**src/hw/rtl/sud_pkg.sv**
```systemverilog
// Shared types and constants for the 64-bit signed/unsigned divider.
`default_nettype none

package sud_pkg;

    localparam int DATA_WIDTH = 64;

    localparam logic [1:0] FUNC_UQUO = 2'd0;
    localparam logic [1:0] FUNC_UREM = 2'd1;
    localparam logic [1:0] FUNC_SQUO = 2'd2;
    localparam logic [1:0] FUNC_SREM = 2'd3;

    typedef struct packed {
        logic [1:0]            func;
        logic [DATA_WIDTH-1:0] dividend;
        logic [DATA_WIDTH-1:0] divisor;
    } in_word_t;

    typedef struct packed {
        logic [DATA_WIDTH-1:0] result;
        logic                  divide_by_zero;
    } out_word_t;

    typedef struct packed {
        logic                  valid;
        logic                  rem_sel;
        logic                  neg;
        logic                  dz;
        logic [DATA_WIDTH-1:0] den;
        logic [DATA_WIDTH-1:0] numq;
        logic [DATA_WIDTH-1:0] rem;
    } stage_t;

endpackage

`default_nettype wire

```
**src/hw/rtl/sud_prep.sv**
```systemverilog
// Operand stage: magnitudes, sign flags and zero-divisor detect.
`default_nettype none

module sud_prep (
    input  logic             clk,
    input  logic             rst_n,
    input  logic             en,
    input  logic             valid,
    input  sud_pkg::in_word_t word,
    output sud_pkg::stage_t  stage
);
    import sud_pkg::*;

    logic                  sgn;
    logic                  nneg;
    logic                  dneg;
    logic [DATA_WIDTH-1:0] nmag;
    logic [DATA_WIDTH-1:0] dmag;
    logic                  valid_reg;
    stage_t                data_reg;
    stage_t                data_next;

    always_comb
    begin
        sgn  = (word.func inside {FUNC_SQUO, FUNC_SREM});
        nneg = sgn && word.dividend[DATA_WIDTH-1];
        dneg = sgn && word.divisor[DATA_WIDTH-1];
        nmag = nneg ? (~word.dividend + 1'b1) : word.dividend;
        dmag = dneg ? (~word.divisor + 1'b1) : word.divisor;
        data_next.valid   = valid;
        data_next.rem_sel = (word.func inside {FUNC_UREM, FUNC_SREM});
        data_next.neg     = data_next.rem_sel ? nneg : (nneg ^ dneg);
        data_next.dz      = (word.divisor == '0);
        data_next.den     = dmag;
        data_next.numq    = nmag;
        data_next.rem     = '0;
    end

    always_ff @(posedge clk or negedge rst_n)
    begin
        if (!rst_n)
            valid_reg <= 1'b0;
        else if (en)
            valid_reg <= valid;
    end

    always_ff @(posedge clk)
    begin
        if (en)
            data_reg <= data_next;
    end

    always_comb
    begin
        stage       = data_reg;
        stage.valid = valid_reg;
    end

endmodule

`default_nettype wire

```
**config.mk**
```make
export PLATFORM = sky130hd
export DESIGN_NAME = sud_prep
export DESIGN_NICKNAME = d
export VERILOG_FILES = /design/src/hw/rtl/sud_pkg.sv /design/src/hw/rtl/sud_prep.sv
export SDC_FILE = /design/constraint.sdc
export NUM_CORES = 1
export LEC_CHECK = 0
export ABC_AREA = 1
export CAP_MARGIN = 30
export CORE_MARGIN = 2
export CORE_UTILIZATION = 44
export CTS_CLUSTER_SIZE = 24
export DETAILED_ROUTE_END_ITERATION = 16
export DONT_BUFFER_PORTS = 1
export GPL_ROUTABILITY_DRIVEN = 1
export PLACE_DENSITY = 0.58
export SLEW_MARGIN = 20
export SYNTH_ARGS = -nofsm -noshare
export SYNTH_HDL_FRONTEND = slang
export SYNTH_SLANG_ARGS = --single-unit
```
**constraint.sdc**
```tcl
create_clock -name clk -period 1.01 [get_ports clk]
set_clock_uncertainty 0.1 [all_clocks]
set_input_delay 0.202 -clock clk [delete_from_list [all_inputs] [get_ports clk]]
set_output_delay 0.202 -clock clk [all_outputs]
set_load 0.02 [all_outputs]
```
== Yosys cells after proc, flatten, opt, wreduce, memory -nomap -nowiden ==
Cells that the tools add are included.

* Input port bits: 134
* Register bits after elaboration: 132
* Output and inout port bits: 196
* Logic and storage cells: 22

* Mux-type cells: 3
* Reduce and logical (&&, ||, !) cells: 5
* Bitwise operators: 3
* $add $sub $neg: 2
* Equality and inequality tests: 3

{| class="wikitable"
|+ Operator list
! cell !! count
|-
| 64-bit by 1-bit adder with 64-bit output, second input constant || 2
|-
| 64-bit two-way mux || 2
|-
| 64-bit inverter || 2
|-
| 64-bit logical NOT || 1
|-
| 2-bit == test, second input constant || 2
|-
| 2-bit nonzero test || 2
|-
| 2-bit by 1-bit == test with 1-bit output, second input constant || 1
|-
| 1-bit logical AND || 2
|-
| 1-bit two-way mux || 1
|-
| 1-bit bitwise XOR || 1
|}

== Longest topological paths before layout ==
* Word-level depth: 5
* Depth in mapped cells: 11
* Gate-level depth less buffers: 11

== Least setup slack after synthesis ==
OpenSTA, ideal clock, no wires.

* Kind: input port to flip-flop
* Start: input word[1] (netlist bit)
* End: register data_reg (netlist bit stage[180]) (data pin)
* Data arrival time: 1203 ps
* Path buffers: 0
* Cell stages on the path: 9
* Setup slack: -549 ps
* Required time: 654 ps
* Path through: inv_1 > ha_1 > nand3_2 > nor2_2 > nand2_1 > nand2_2 > nand2_2 > o21ai_1 > nand2_1

{| class="wikitable"
|+ RTL lines
! item !! RTL line !! text
|-
| start, declared || sud_prep.sv:9 || <nowiki>input sud_pkg::in_word_t word,</nowiki>
|-
| end signal, assigned || sud_prep.sv:50 || <nowiki>data_reg <= data_next;</nowiki>
|-
| end, declared || sud_prep.sv:20 || <nowiki>stage_t data_reg;</nowiki>
|}

== Worst setup path in the final report ==
* Start: register data_reg (netlist bit stage[152])
* End: output stage[152] (netlist bit)

{| class="wikitable"
|+ RTL lines
! item !! RTL line !! text
|-
| end, declared || sud_prep.sv:10 || <nowiki>output sud_pkg::stage_t stage</nowiki>
|}

No word-level cell between the ends.

==> metrics.log <==
INFO  metric cts_inserted_buffers = 17
INFO  metric largest_reg_flops = 131
INFO  metric synth_top_family_by_area = simple AND/OR/NAND/NOR gates
INFO  metric synthesis.instances = 1187
INFO  metric post_synth_mux_area_share = 0.00123
INFO  metric simple_logic_cell_fraction_of_the_synthesized_area = 0.335
INFO  metric postSynthRegisterBits = 132
INFO  metric global_route.overflow_total = 0
INFO  metric gpl.final_weighted_congestion = 0.960
INFO  metric final_period_minus_worst_setup_slack = 1.26 ns
INFO  metric synth_xor_area_frac = 0.0653
INFO  metric violations = negative hold slack, negative setup slack
INFO  metric timing.final.setup_violations = 226
INFO  metric first_global_vias = 8957
INFO  metric syn_area_per_cell = 7.68 sq um
INFO  metric pwr-share-clk = 0.344
INFO  metric die_footprint = 21900 sq um
INFO  metric dr.pass1.iters = 5
INFO  metric post_synth_instance_area = 9120 sq um
INFO  metric start_util = 0.449
INFO  metric die-height = 148 um
INFO  metric pnr_worst_setup_slack = -0.253 ns
INFO  metric run_status = finished with violations
INFO  metric fp.coreArea = 20300 sq um
INFO  metric detail-route-antenna-nets = 0
INFO  metric layout-area-overhead-vs-synth = 58.8%
INFO  metric postLayoutCoreUtil = 0.714
INFO  metric cts_sinks = 132
INFO  metric drt_iter0_markers = 647
INFO  metric max-clock-path-buffers = 2
INFO  metric critPathKind = flip-flop to primary output
INFO  metric maximum_number_of_pins_on_one_net_before_global_route_repair = 133
INFO  metric p_seq_frac = 0.450
INFO  metric worstSkewPairLatency = 0.42 ns
INFO  metric cellLeakagePower = 5.86 nW
INFO  metric route.detailed.drc = 0
INFO  metric total_of_max_cap_violations = 0
INFO  metric num_vias = 9264
INFO  metric fraction_of_the_yosys_area_taken_by_sequential_cells = 0.434
INFO  metric synth_compound_area_frac = 0.0457
INFO  metric synthArstFlopShare = 0.00758
INFO  metric setup_tns = -35.78 ns
INFO  metric layout.nets = 1640
INFO  metric avgViaCountPerCell = 5.18
INFO  metric final.hold.worst_slack = -0.218 ns
INFO  metric synth_edf_count = 131
INFO  metric slew_violations = 0
INFO  metric synthAdderAreaFrac = 0.00274
INFO  metric synthFlopType = sky130_fd_sc_hd__edfxtp_1
INFO  metric place_inst = 1578
INFO  metric hold_class = primary input to flip-flop
INFO  metric pin_count = 330
INFO  metric wl_per_cell = 19.3 um
INFO  metric setup_crit_start_kind = flip-flop
INFO  metric grt_pass1_wl = 49200 um
INFO  metric placement.setup.worst_slack = -0.691 ns
INFO  metric final_common_cell = sky130_fd_sc_hd__nand2_1
INFO  metric worst_path_required = 0.71 ns
INFO  metric synth_cell_type_count = 38
INFO  metric final_cell_count_no_fill = 1788
INFO  metric period_share = 1.25
INFO  metric rsz0062_at_grt = true
INFO  metric layout.cells.most_common_list = 268 x sky130_fd_sc_hd__nand2_1, 139 x sky130_fd_sc_hd__buf_4, 131 x sky130_fd_sc_hd__edfxtp_1, 120 x sky130_fd_sc_hd__dlygate4sd3_1, 85 x sky130_fd_sc_hd__inv_1
INFO  metric cts.reportedPaths.clkPinSlew = 0.07 ns
INFO  metric power_dens_cells = 1210 nW/um^2
INFO  metric grt_antenna_before_repair = 1
INFO  metric htreeDepth = 4
INFO  metric switching_share_of_power = 0.320
INFO  metric intPower = 11.9 mW
INFO  metric cp.arrival = 0.96 ns
INFO  metric vdd_drop_max = 1.13 mV
INFO  metric drive_above_1_share = 0.402
INFO  metric detailed_placement_hpwl = 23400 um
INFO  metric ctsRootBufferMaster = sky130_fd_sc_hd__clkbuf_16
INFO  metric grt_use_total = 0.293
INFO  metric tritoncts_clock_tree = built
INFO  metric yosysWarnings = 0
INFO  metric die_width = 148 um
INFO  metric hold_viol_final = 135
INFO  metric worst_setup_path_end_kind = primary output
INFO  metric critPathMaxFanout = 1
INFO  metric pwr-share-comb = 0.206
INFO  metric placement.io_buffers = 0
INFO  metric floorplan.rows = 52
INFO  metric net-switching-power = 5.59 mW
INFO  metric maxClockFrequency = 0.791 GHz
INFO  metric route.final.wire_length = 34500 um
==> worst paths after layout <==
kind                                       startpoint  slack [ns]  depth (start not counted)               endpoint
worst max-delay path             stage[152]$_DFFE_PP_       -0.25                          0             stage[152]
worst min-delay path                               en       -0.22                          0   stage[167]$_DFFE_PP_
worst max register to register  valid_reg$_DFFE_PN0P_        0.14                          1  valid_reg$_DFFE_PN0P_
worst min register to register  valid_reg$_DFFE_PN0P_        0.45                          1  valid_reg$_DFFE_PN0P_
max in group asynchronous                       rst_n        0.28                          2  valid_reg$_DFFE_PN0P_
min in group asynchronous                       rst_n        0.42                          2  valid_reg$_DFFE_PN0P_
==> cell type report <==
type,count,area [sq um]
tap,270,338
fill,1526,5810
clock inverter,13,126
sequential,132,3960
multi-input combinational,925,6100
antenna,1,2.50
inverter,115,563
clock buffer,19,433
timing repair buffer,313,2970
==> cells by family after synthesis <==
| logic type | after synthesis |
|---|---|
| AO/OA/AOI/OAI | 65 |
| AND/OR/NAND/NOR | 724 |
| XOR/XNOR | 68 |
| adder cells (fa/ha/maj) | 2 |
| other | 1 |
| buffers and inverters | 194 |
| multiplexers | 1 |
| flip-flops | 132 |
==> layer usage <==
metal,GRT usage,vias to the layer above,part of all wire
met1,0.372,4339,0.39
met2,0.479,501,0.48
li1,-,4326,-
met5,0,-,0
met4,0.126,0,0.042
met3,0.0716,98,0.088
==> metrics by stage <==
stage          total power, mW  cell area, sq um
6_report                  17.5             14500
5_1_grt                   18.1             14500
4_1_cts                   17.1             13400
3_5_place_dp              10.4             10700
3_3_place_gp              10.3             10700
2_1_floorplan             9.70              9940
==> power groups by stage <==
stage	Clock, mW	Combinational (mW)	Sequential (mW)
2_1_floorplan	0	1.89	7.80
3_3_place_gp	0	2.38	7.97
3_5_place_dp	0	2.41	7.96
4_1_cts	6.08	3.16	7.86
5_1_grt	6.30	3.86	7.89
6_report	6.02	3.60	7.86
==> cells in the mapped netlist (5+ instances only) <==
cell	n	share of area
sky130_fd_sc_hd__a21oi_1	7	0.0038
sky130_fd_sc_hd__a21oi_2	6	0.0058
sky130_fd_sc_hd__buf_4	70	0.058
sky130_fd_sc_hd__buf_6	5	0.0062
sky130_fd_sc_hd__edfxtp_1	131	0.43
sky130_fd_sc_hd__inv_1	111	0.046
sky130_fd_sc_hd__nand2_1	351	0.14
sky130_fd_sc_hd__nand2_2	13	0.0089
sky130_fd_sc_hd__nand3_1	109	0.060
sky130_fd_sc_hd__nand4_1	7	0.0048
sky130_fd_sc_hd__nor2_1	214	0.088
sky130_fd_sc_hd__nor2_2	7	0.0048
sky130_fd_sc_hd__nor2_4	8	0.0099
sky130_fd_sc_hd__o21ai_0	20	0.011
sky130_fd_sc_hd__o21ai_1	20	0.011
sky130_fd_sc_hd__xnor2_1	14	0.013
sky130_fd_sc_hd__xor2_1	54	0.052
==> repair_timing <==
action / CTS / global route
pin swaps: 99 / 112
cloned: 2 / 0
gates resized for setup: 150 / 236
setup endpoints to repair: 218 / 239
endpoints found under the hold margin: 254 / 137
buffers inserted: 29 / 27
hold buffers: 119 / 3
No activity file was read; power rests on OpenSTA's default activity.
