## src/hw/rtl/sud_pkg.sv

```systemverilog
// Shared types and constants for the 64-bit signed/unsigned divider.
`default_nettype none

package sud_pkg;

    localparam int DATA_WIDTH = 64;

    localparam logic [1:0] FUNC_UQUO = 2'd0;
    localparam logic [1:0] FUNC_UREM = 2'd1;
    localparam logic [1:0] FUNC_SQUO = 2'd2;
    localparam logic [1:0] FUNC_SREM = 2'd3;

    typedef struct packed {
        logic [1:0]            func;
        logic [DATA_WIDTH-1:0] dividend;
        logic [DATA_WIDTH-1:0] divisor;
    } in_word_t;

    typedef struct packed {
        logic [DATA_WIDTH-1:0] result;
        logic                  divide_by_zero;
    } out_word_t;

    typedef struct packed {
        logic                  valid;
        logic                  rem_sel;
        logic                  neg;
        logic                  dz;
        logic [DATA_WIDTH-1:0] den;
        logic [DATA_WIDTH-1:0] numq;
        logic [DATA_WIDTH-1:0] rem;
    } stage_t;

endpackage

`default_nettype wire

```

## src/hw/rtl/sud_fix.sv

```systemverilog
// Result stage: select quotient or remainder, apply sign, force zero.
`default_nettype none

module sud_fix (
    input  logic               clk,
    input  logic               rst_n,
    input  logic               en,
    input  sud_pkg::stage_t    prev,
    output logic               valid,
    output sud_pkg::out_word_t word
);
    import sud_pkg::*;

    logic [DATA_WIDTH-1:0] val;
    logic                  valid_reg;
    out_word_t             word_reg;
    out_word_t             word_next;

    always_comb
    begin
        val = prev.rem_sel ? prev.rem : prev.numq;
        if (prev.dz)
            word_next.result = '0;
        else if (prev.neg)
            word_next.result = ~val + 1'b1;
        else
            word_next.result = val;
        word_next.divide_by_zero = prev.dz;
    end

    always_ff @(posedge clk or negedge rst_n)
    begin
        if (!rst_n)
            valid_reg <= 1'b0;
        else if (en)
            valid_reg <= prev.valid;
    end

    always_ff @(posedge clk)
    begin
        if (en)
            word_reg <= word_next;
    end

    assign valid = valid_reg;
    assign word  = word_reg;

endmodule

`default_nettype wire

```

## config.mk

```make
export PLATFORM = sky130hd
export DESIGN_NAME = sud_fix
export DESIGN_NICKNAME = d
export VERILOG_FILES = /design/src/hw/rtl/sud_pkg.sv /design/src/hw/rtl/sud_fix.sv
export SDC_FILE = /design/constraint.sdc
export NUM_CORES = 1
export LEC_CHECK = 0
export BUFFER_PORTS_ARGS = -buffer_cell sky130_fd_sc_hd__buf_2
export CORE_MARGIN = 5
export CORE_UTILIZATION = 48
export DETAILED_ROUTE_END_ITERATION = 8
export PLACE_DENSITY = 0.89
export SETUP_SLACK_MARGIN = 0.2
export SLEW_MARGIN = 20
export SYNTH_ARGS = -nofsm -noshare
export SYNTH_HDL_FRONTEND = slang
export SYNTH_SLANG_ARGS = --single-unit
export TNS_END_PERCENT = 5
```

## constraint.sdc

```tcl
create_clock -name clk -period 1 [get_ports clk]
set_input_delay 0.1 -clock clk [delete_from_list [all_inputs] [get_ports clk]]
set_output_delay 0.1 -clock clk [all_outputs]
set_load 0.05 [all_outputs]
```

Word level (Yosys, flattened, before mapping) --
Cells that the tools add are included.
Operators by class: bitwise operators 1, mux-type cells 2, $add $sub $neg 1
Operators with widths (count):
- $mux W64 | 2
- $add A64 B1 Y64 const B | 1
- $not A64 Y64 | 1
Storage, ports and cells: logic and storage cells 7, output and inout port bits 66, register bits 66, bits of input ports 199

Longest topological paths before layout --
Gate-level depths: netlist of the first run.
depth after elaboration 4, gate-level depth with buffers 15, depth with buffers taken out 7

Least setup slack after synthesis of the first run --
No wires, ideal clock.
kind input-to-reg, from in prev[194] (netlist name), to reg word_reg (netlist bit word[55]) (data pin), slack -2.202 ns, cell stages on the path 15, data required time 0.734 ns, setup time 0.266 ns, buffers on the path 8, arrival 2.936 ns, path through buf_6 > buf_2 > buf_2 > buf_2 > buf_2 > buf_2 > buf_2 > mux2i_1 > ha_1 > o221a_2 > nand3_1 > buf_2 > o41ai_1 > xnor2_1 > nor2_1
On the way: longest elaborated chain between the ends 4
RTL lines:
- from (decl) | RTL line sud_fix.sv:8 | input sud_pkg::stage_t prev,
- $mux W64 * | RTL line sud_fix.sv:21 | val = prev.rem_sel ? prev.rem : prev.numq;
- $not A64 Y64 | RTL line sud_fix.sv:25 | word_next.result = ~val + 1'b1;
- $add A64 B1 Y64 | RTL line sud_fix.sv:25
- $mux W64 * | RTL line sud_fix.sv:24 | else if (prev.neg)
- to (signal assigned) | RTL line sud_fix.sv:42 | word_reg <= word_next;
- to (decl) | RTL line sud_fix.sv:16 | out_word_t word_reg;
Mark *: on every way between the ends. The rest lies on a longest branch, timed or not. A chain may end at the register's enable or synchronous reset.

Worst setup path in the final report of the first run --
from in prev[33] (netlist name), to reg word_reg (netlist bit word[62]) (data pin)
On the way: longest elaborated chain between the ends 4
RTL lines (RTL line):
- $mux W64 | sud_fix.sv:21
- $not A64 Y64 | sud_fix.sv:25
- $add A64 B1 Y64 | sud_fix.sv:25
- $mux W64 | sud_fix.sv:24
Every way passes these cells.

==> results of run 1 <==
## cell type report
type	instances	area share (%)
Multi-Input combinational cell	469	41.56
Timing Repair Buffer	426	34.05
Sequential cell	66	19.74
Clock buffer	11	2.323
Tap cell	143	1.786
Inverter	7	0.2623
Clock inverter	5	0.2123
Antenna cell	3	0.07494
## stage by stage
stage | setup TNS (ns) | util [%] | total power, µW | worst slack (ns)
6_report | -60.10 | 87.35 | 10870 | -1.369
5_1_grt | -63.99 | 87.35 | 11120 | -1.387
4_1_cts | -52.78 | 84.12 | 10420 | -1.139
3_5_place_dp | -86.94 | 72.18 | 7008 | -1.684
3_3_place_gp | -82.37 | 72.18 | 6920 | -1.585
2_1_floorplan | -80.62 | - | 5567 | -1.615
## worst max-delay path, stage by stage
cell and delay [ns]:
buf_2 0.11, or4b_4 0.59, buf_6 0.15, a22oi_2 0.35, buf_4 0.18, buf_4 0.10, nand4_1 0.09, o41ai_2 0.49
xnor2_1 0.20, nor2_1 0.09
## how the worst max path moves through the flow
stage,start,end,slack (ns),cells after the start
6_report,prev[33],word[62]$_SDFFCE_PP0P_,-1.37,10
5_1_grt,prev[33],word[62]$_SDFFCE_PP0P_,-1.39,10
4_1_cts,prev[194],word[58]$_SDFFCE_PP0P_,-1.14,10
3_5_place_dp,prev[194],word[52]$_SDFFCE_PP0P_,-1.68,10
3_3_place_gp,prev[194],word[58]$_SDFFCE_PP0P_,-1.58,10
2_1_floorplan,prev[194],word[45]$_SDFFCE_PP0P_,-1.62,15
## logic make-up (layout without fill, tap and decap cells)
family	after synthesis	after routing	synth area share [%]
multiplexers	67	67	11.92
other	0	3	0
buffers and inverters	46	449	4.247
AO/OA/AOI/OAI	105	105	15.86
XOR/XNOR	55	55	8.516
adder cells (fa/ha/maj)	1	1	0.2212
AND/OR/NAND/NOR	241	241	24.29
flip-flops	66	66	34.95
## power groups by stage
| stage | combinational (µW) | sequential, µW | clock [µW] |
|---|---|---|---|
| 4_1_cts | 4060 | 3520 | 2840 |
| 6_report | 4410 | 3530 | 2920 |
| 2_1_floorplan | 1120 | 4450 | 0 |
| 5_1_grt | 4550 | 3550 | 3020 |
| 3_3_place_gp | 3420 | 3490 | 0 |
| 3_5_place_dp | 3510 | 3500 | 0 |
## timing repair
action	CTS	global route
gates resized for setup	235	50
pin swaps	52	31
buffers inserted	11	10
setup endpoints to repair	130	129
hold buffers	2	0
hold endpoints to repair	2	0
gates cloned	3	2
## cell usage after synthesis (4+ instances only)
cell type,instances
a22oi_1,5
or4_4,4
o41ai_1,7
nor3b_1,17
nor3_1,31
buf_6,7
or4_1,8
or3_1,11
buf_2,12
or4b_1,8
nand4_1,9
or3b_2,5
nor4_1,5
nand2_1,30
clkbuf_1,17
nor2_1,72
or3b_1,8
nand3_1,13
inv_1,7
edfxtp_1,65
xnor2_1,51
and2_1,4
o21ai_0,19
o31ai_1,12
o41ai_2,14
a21oi_1,9
o2bb2a_1,5
o21a_1,5
xor2_1,4
mux2i_1,64
a222oi_1,6
## per-layer routing
layer	up-vias	GRT usage, %	routed length [µm]
met3	264	9.456	3477
met4	0	21.47	2606
met1	3523	40.30	9931
met5	-	0	0
li1	3061	-	-
met2	764	57.17	13110
==> impl_metrics.env, run 1 <==
export IMPL_status="finished, violations left"
export IMPL_violations="negative setup slack"
export IMPL_power_share_clock_pct=26.9
export IMPL_cts_buffer_depth=2
export IMPL_ys_flop_type="edfxtp_1"
export IMPL_detail_route_antenna_nets=0
export IMPL_cellPowerDensity_nw_per_um2=1085
export IMPL_multiInputGateArea_um2=4163
export IMPL_final_area_um2=10020
export IMPL_holdCritPathClass="in2async"
export IMPL_ys_ff_latch=66
export IMPL_core_area_um2=11470
export IMPL_start_util_pct=49.33
export IMPL_synth_area_um2=5657
export IMPL_skew_ns=0
export IMPL_ys_seq_area_share_pct=34.95
export IMPL_synthDistinctLibCells=59
export IMPL_syn2layout_area_growth_pct=77.08
export IMPL_p_comb_share_pct=40.6
export IMPL_grt_pass1_vias=7482
export IMPL_clk_latency_ns=0.34
export IMPL_io_pins=265
export IMPL_num_vias=7612
export IMPL_setup_violations=93
export IMPL_post_route_period_util_pct=236.9
export IMPL_clk_pin_slew_worst_paths_ns=0.06
export IMPL_ys_warnings_count=0
export IMPL_timing_final_ws_setup_ns=-1.369
export IMPL_max_freq_mhz=422.1
export IMPL_reg2regPathDepth=1
export IMPL_fp_dieW_um=118.6
export IMPL_final_nets=1179
export IMPL_worst_pin_slew_ns=0.9005
export IMPL_cts_tree="built"
export IMPL_dp_cells=1083
export IMPL_drt_total_wl_um=29120
export IMPL_slew_limit_headroom_pct=39.74
export IMPL_internal_power_uw=6910
export IMPL_cts_sink_count=66
export IMPL_power_leakage_uw=0.004468
export IMPL_ir_worst_vdd_uv=1141
export IMPL_overflow=0
export IMPL_critical_path_class="in2reg"
export IMPL_grt_max_degree=29
export IMPL_drv_cap=0
export IMPL_seqCellArea_um2=1977
export IMPL_synthArstFlopShare_pct=1.515
export IMPL_worstPathRequired_ns=1.09
export IMPL_end_kind="flip-flop"
export IMPL_swShare_pct=36.43
export IMPL_cts_htree_levels=3
export IMPL_drc=0
export IMPL_grt_pass1_wl_um=39880
export IMPL_start_kind="input pin"
export IMPL_place_area_um2=8277
export IMPL_grt_setup_unrepaired="true"
export IMPL_grtUsageTotal_pct=34.83
export IMPL_grt_antenna_before_repair=3
export IMPL_port_buffers=200
export IMPL_largest_reg_flops=65
export IMPL_r2r_end="valid$_DFFE_PN0P_"
export IMPL_numCtsBuffers=9
export IMPL_synth_avg_cell_area_um2=9.736
export IMPL_num_rows=39
export IMPL_dpl_hpwl_um=16730
export IMPL_netlist_area_leader_share_pct=34.51
export IMPL_worst_ep_arrival_time_ns=2.46
export IMPL_synthesis_nets=781
export IMPL_place_gp_congestion=1.002
export IMPL_wl_per_cell_um=25.77
export IMPL_whs_ns=0.05799
export IMPL_drtPass1Iterations=6
export IMPL_power_switching_uw=3959
export IMPL_synth_cells=581
export IMPL_ys_top_cells_by_area="edfxtp_1, mux2i_1, xnor2_1"
export IMPL_fp_dieH_um=118.6
export IMPL_synth_edf_count=65
export IMPL_post_drt_via_cell_ratio=6.736
export IMPL_yosysTopAreaCell="edfxtp_1"
export IMPL_fin_crit_ns=2.369
export IMPL_layout_commonest_cell="buf_4"
export IMPL_rrSetupSlack_ns=0.25
export IMPL_root_buffer="clkbuf_16"
export IMPL_power_frac_seq_pct=32.5
export IMPL_drive_gt1_share_pct=55.89
export IMPL_drt_iter0_drc=1044
export IMPL_fin_cells=1130
export IMPL_hold_viol=0
export IMPL_path_max_fanout=4
export IMPL_r2r_start="valid$_DFFE_PN0P_"
export IMPL_n_fill_cell=493
export IMPL_final_cell_mix="buf_4, buf_2, buf_6"
export IMPL_drv_slew=0
export IMPL_die_area_um2=14060
Power figures use the tool's default switching activity.
==> run 2: changes to the inputs <==
--- a/config.mk
+++ b/config.mk
@@ -9,7 +9,7 @@
 export CORE_MARGIN = 5
 export CORE_UTILIZATION = 48
 export DETAILED_ROUTE_END_ITERATION = 8
-export PLACE_DENSITY = 0.89
+export PLACE_DENSITY = 0.82
 export SETUP_SLACK_MARGIN = 0.2
 export SLEW_MARGIN = 20
 export SYNTH_ARGS = -nofsm -noshare
==> run 2 against run 1 <==
  * The flow still finishes with violations (negative setup slack)
  * Hold slack about the same
  * Routed wire length down 1.8%
  * Highest routed layer unchanged
  * Sequential share of layout area shrank 0.34 points
  * Largest power group unchanged
==> impl_metrics.env, run 2 (synthesis gave the netlist of run 1 again) <==
export IMPL_clk_latency_ns=0.34
export IMPL_max_freq_mhz=427.8
export IMPL_r2r_start="valid$_DFFE_PN0P_"
export IMPL_place_gp_congestion=0.9677
export IMPL_slew_limit_headroom_pct=34.57
export IMPL_clk_pin_slew_worst_paths_ns=0.06
export IMPL_worst_pin_slew_ns=0.9778
export IMPL_layout_commonest_cell="buf_4"
export IMPL_grt_setup_unrepaired="true"
export IMPL_fin_crit_ns=2.338
export IMPL_fin_cells=1132
export IMPL_drc=0
export IMPL_post_route_period_util_pct=233.8
export IMPL_cts_sink_count=66
export IMPL_reg2regPathDepth=1
export IMPL_critPathSlowestCell="a222oi_1"
export IMPL_grt_pass1_wl_um=40590
export IMPL_dpl_hpwl_um=16280
export IMPL_numCtsBuffers=9
export IMPL_whs_ns=0.05753
export IMPL_num_rows=39
export IMPL_io_pins=265
export IMPL_internal_power_uw=7099
export IMPL_overflow=0
export IMPL_core_area_um2=11470
export IMPL_holdCritPathClass="in2async"
export IMPL_drv_slew=0
export IMPL_skew_ns=0
export IMPL_critical_path_class="in2reg"
export IMPL_cts_buffer_depth=2
export IMPL_r2r_end="valid$_DFFE_PN0P_"
export IMPL_worst_ep_arrival_time_ns=2.41
export IMPL_critical_path_max_stage_delay_ns=0.46
export IMPL_grtUsageTotal_pct=35.70
export IMPL_p_comb_share_pct=40.3
export IMPL_largest_reg_flops=65
export IMPL_port_buffers=200
export IMPL_timing_final_ws_setup_ns=-1.338
export IMPL_start_util_pct=49.33
export IMPL_root_buffer="clkbuf_16"
export IMPL_worstPathRequired_ns=1.07
export IMPL_num_vias=7438
export IMPL_detail_route_antenna_nets=0
export IMPL_drive_gt1_share_pct=57.88
export IMPL_grt_antenna_before_repair=4
export IMPL_start_kind="input pin"
export IMPL_cts_htree_levels=3
export IMPL_wl_per_cell_um=25.26
export IMPL_power_leakage_uw=0.004535
export IMPL_final_cell_mix="buf_4, buf_2, buf_6"
export IMPL_fp_dieH_um=118.6
export IMPL_met2_usage_pct=59.58
export IMPL_violations="negative setup slack"
export IMPL_cellPowerDensity_nw_per_um2=1081
export IMPL_grt_busiest_layer="met2"
export IMPL_crit_path_cell_trace="buf_16, buf_8, or3_1, a222oi_1, nand2_1, buf_6, nor4_4, buf_4, mux2i_1, o21ai_1"
export IMPL_swShare_pct=35.60
export IMPL_power_frac_seq_pct=32.0
export IMPL_fp_dieW_um=118.6
export IMPL_rrSetupSlack_ns=0.24
export IMPL_path_max_fanout=10
export IMPL_die_area_um2=14060
export IMPL_syn2layout_area_growth_pct=80.20
export IMPL_hold_viol=0
export IMPL_grt_max_degree=31
export IMPL_setup_violations=86
export IMPL_power_share_clock_pct=27.7
export IMPL_end_kind="flip-flop"
export IMPL_use_met1_pct=43.33
export IMPL_ir_worst_vdd_uv=1030
export IMPL_drt_total_wl_um=28600
export IMPL_post_drt_via_cell_ratio=6.571
export IMPL_dp_cells=1076
export IMPL_drt_iter0_drc=1152
export IMPL_status="finished, violations left"
export IMPL_grt_pass1_vias=7562
export IMPL_drtPass1Iterations=7
export IMPL_power_switching_uw=3924
export IMPL_drv_cap=0
export IMPL_grt_util_met3_pct=7.307
export IMPL_cts_tree="built"
export IMPL_final_nets=1178
## run 2: cell count changes in the layout (fill, tap and decap cells not counted), moves of 3 or more
cell	previous run	this run
buf_2	134	131
diode_2	3	6
buf_6	86	81
xnor2_2	2	5
o21ai_2	5	9
buf_8	3	6
nor4_2	1	4
o21ai_1	12	9
xnor2_1	49	46
buf_4	188	192
clkinv_1	3	0
## run 2: worst max path at each step
stage,slack [ns],end,cells past startpoint,start
CTS,-1.10,word[59]$_SDFFCE_PP0P_,6,prev[37]
finish,-1.34,word[61]$_SDFFCE_PP0P_,10,prev[194]
floorplan,-1.62,word[45]$_SDFFCE_PP0P_,15,prev[194]
detailed placement,-1.68,word[60]$_SDFFCE_PP0P_,10,prev[194]
global route,-1.38,word[61]$_SDFFCE_PP0P_,12,prev[194]
global placement,-1.62,word[48]$_SDFFCE_PP0P_,10,prev[194]
## run 2: worst max-delay path, delay by kind of cell
kind / cells / cell delay (ns)
AO/OA/AOI/OAI: 2 / 0.57
buffers and inverters: 4 / 0.64
multiplexers: 1 / 0.26
AND/OR/NAND/NOR: 3 / 0.83
## run 2: area by class of cell
cell class | instances | area [µm²]
diodes | 6 | 15.01
clock buffers | 13 | 260.3
clock inverters | 3 | 15.01
fillers | 510 | 1274
inverters | 7 | 26.28
multi-input cells | 469 | 4292
flip-flops and latches | 66 | 1977
well taps | 143 | 178.9
repair buffers | 425 | 3430
## run 2: metrics by stage
stage / TNS, ns / utilization [%] / worst slack (ns) / power, µW / cell area [µm²]
floorplan: -80.62 / - / -1.615 / 5567 / 5773
CTS: -51.34 / 86.55 / -1.103 / 10670 / 9925
detailed placement: -88.73 / 71.61 / -1.682 / 6961 / 8212
global route: -62.57 / 88.85 / -1.376 / 11330 / 10190
global placement: -86.69 / 71.61 / -1.616 / 6901 / 8212
finish: -59.40 / 88.89 / -1.338 / 11020 / 10190
## run 2: what timing repair did
item	CTS	global route
setup buffers	25	2
resized for setup	274	37
gates cloned	5	0
endpoints found under the setup margin	130	130
endpoints found under the hold margin	2	0
pin swaps	72	32
hold buffers	2	0
## run 2: per-layer routing
metal / routed length, µm / vias up
met3: 3255 / 222
met4: 2043 / 0
met2: 13230 / 666
met5: 0 / -
li1: - / 3047
met1: 10060 / 3503
## run 2: power groups by stage
stage               Combinational, µW  Sequential [µW]  Clock, µW
global route                     4600             3550       3180
finish                           4440             3530       3050
global placement                 3420             3480          0
floorplan                        1120             4450          0
CTS                              4130             3520       3020
detailed placement               3460             3500          0
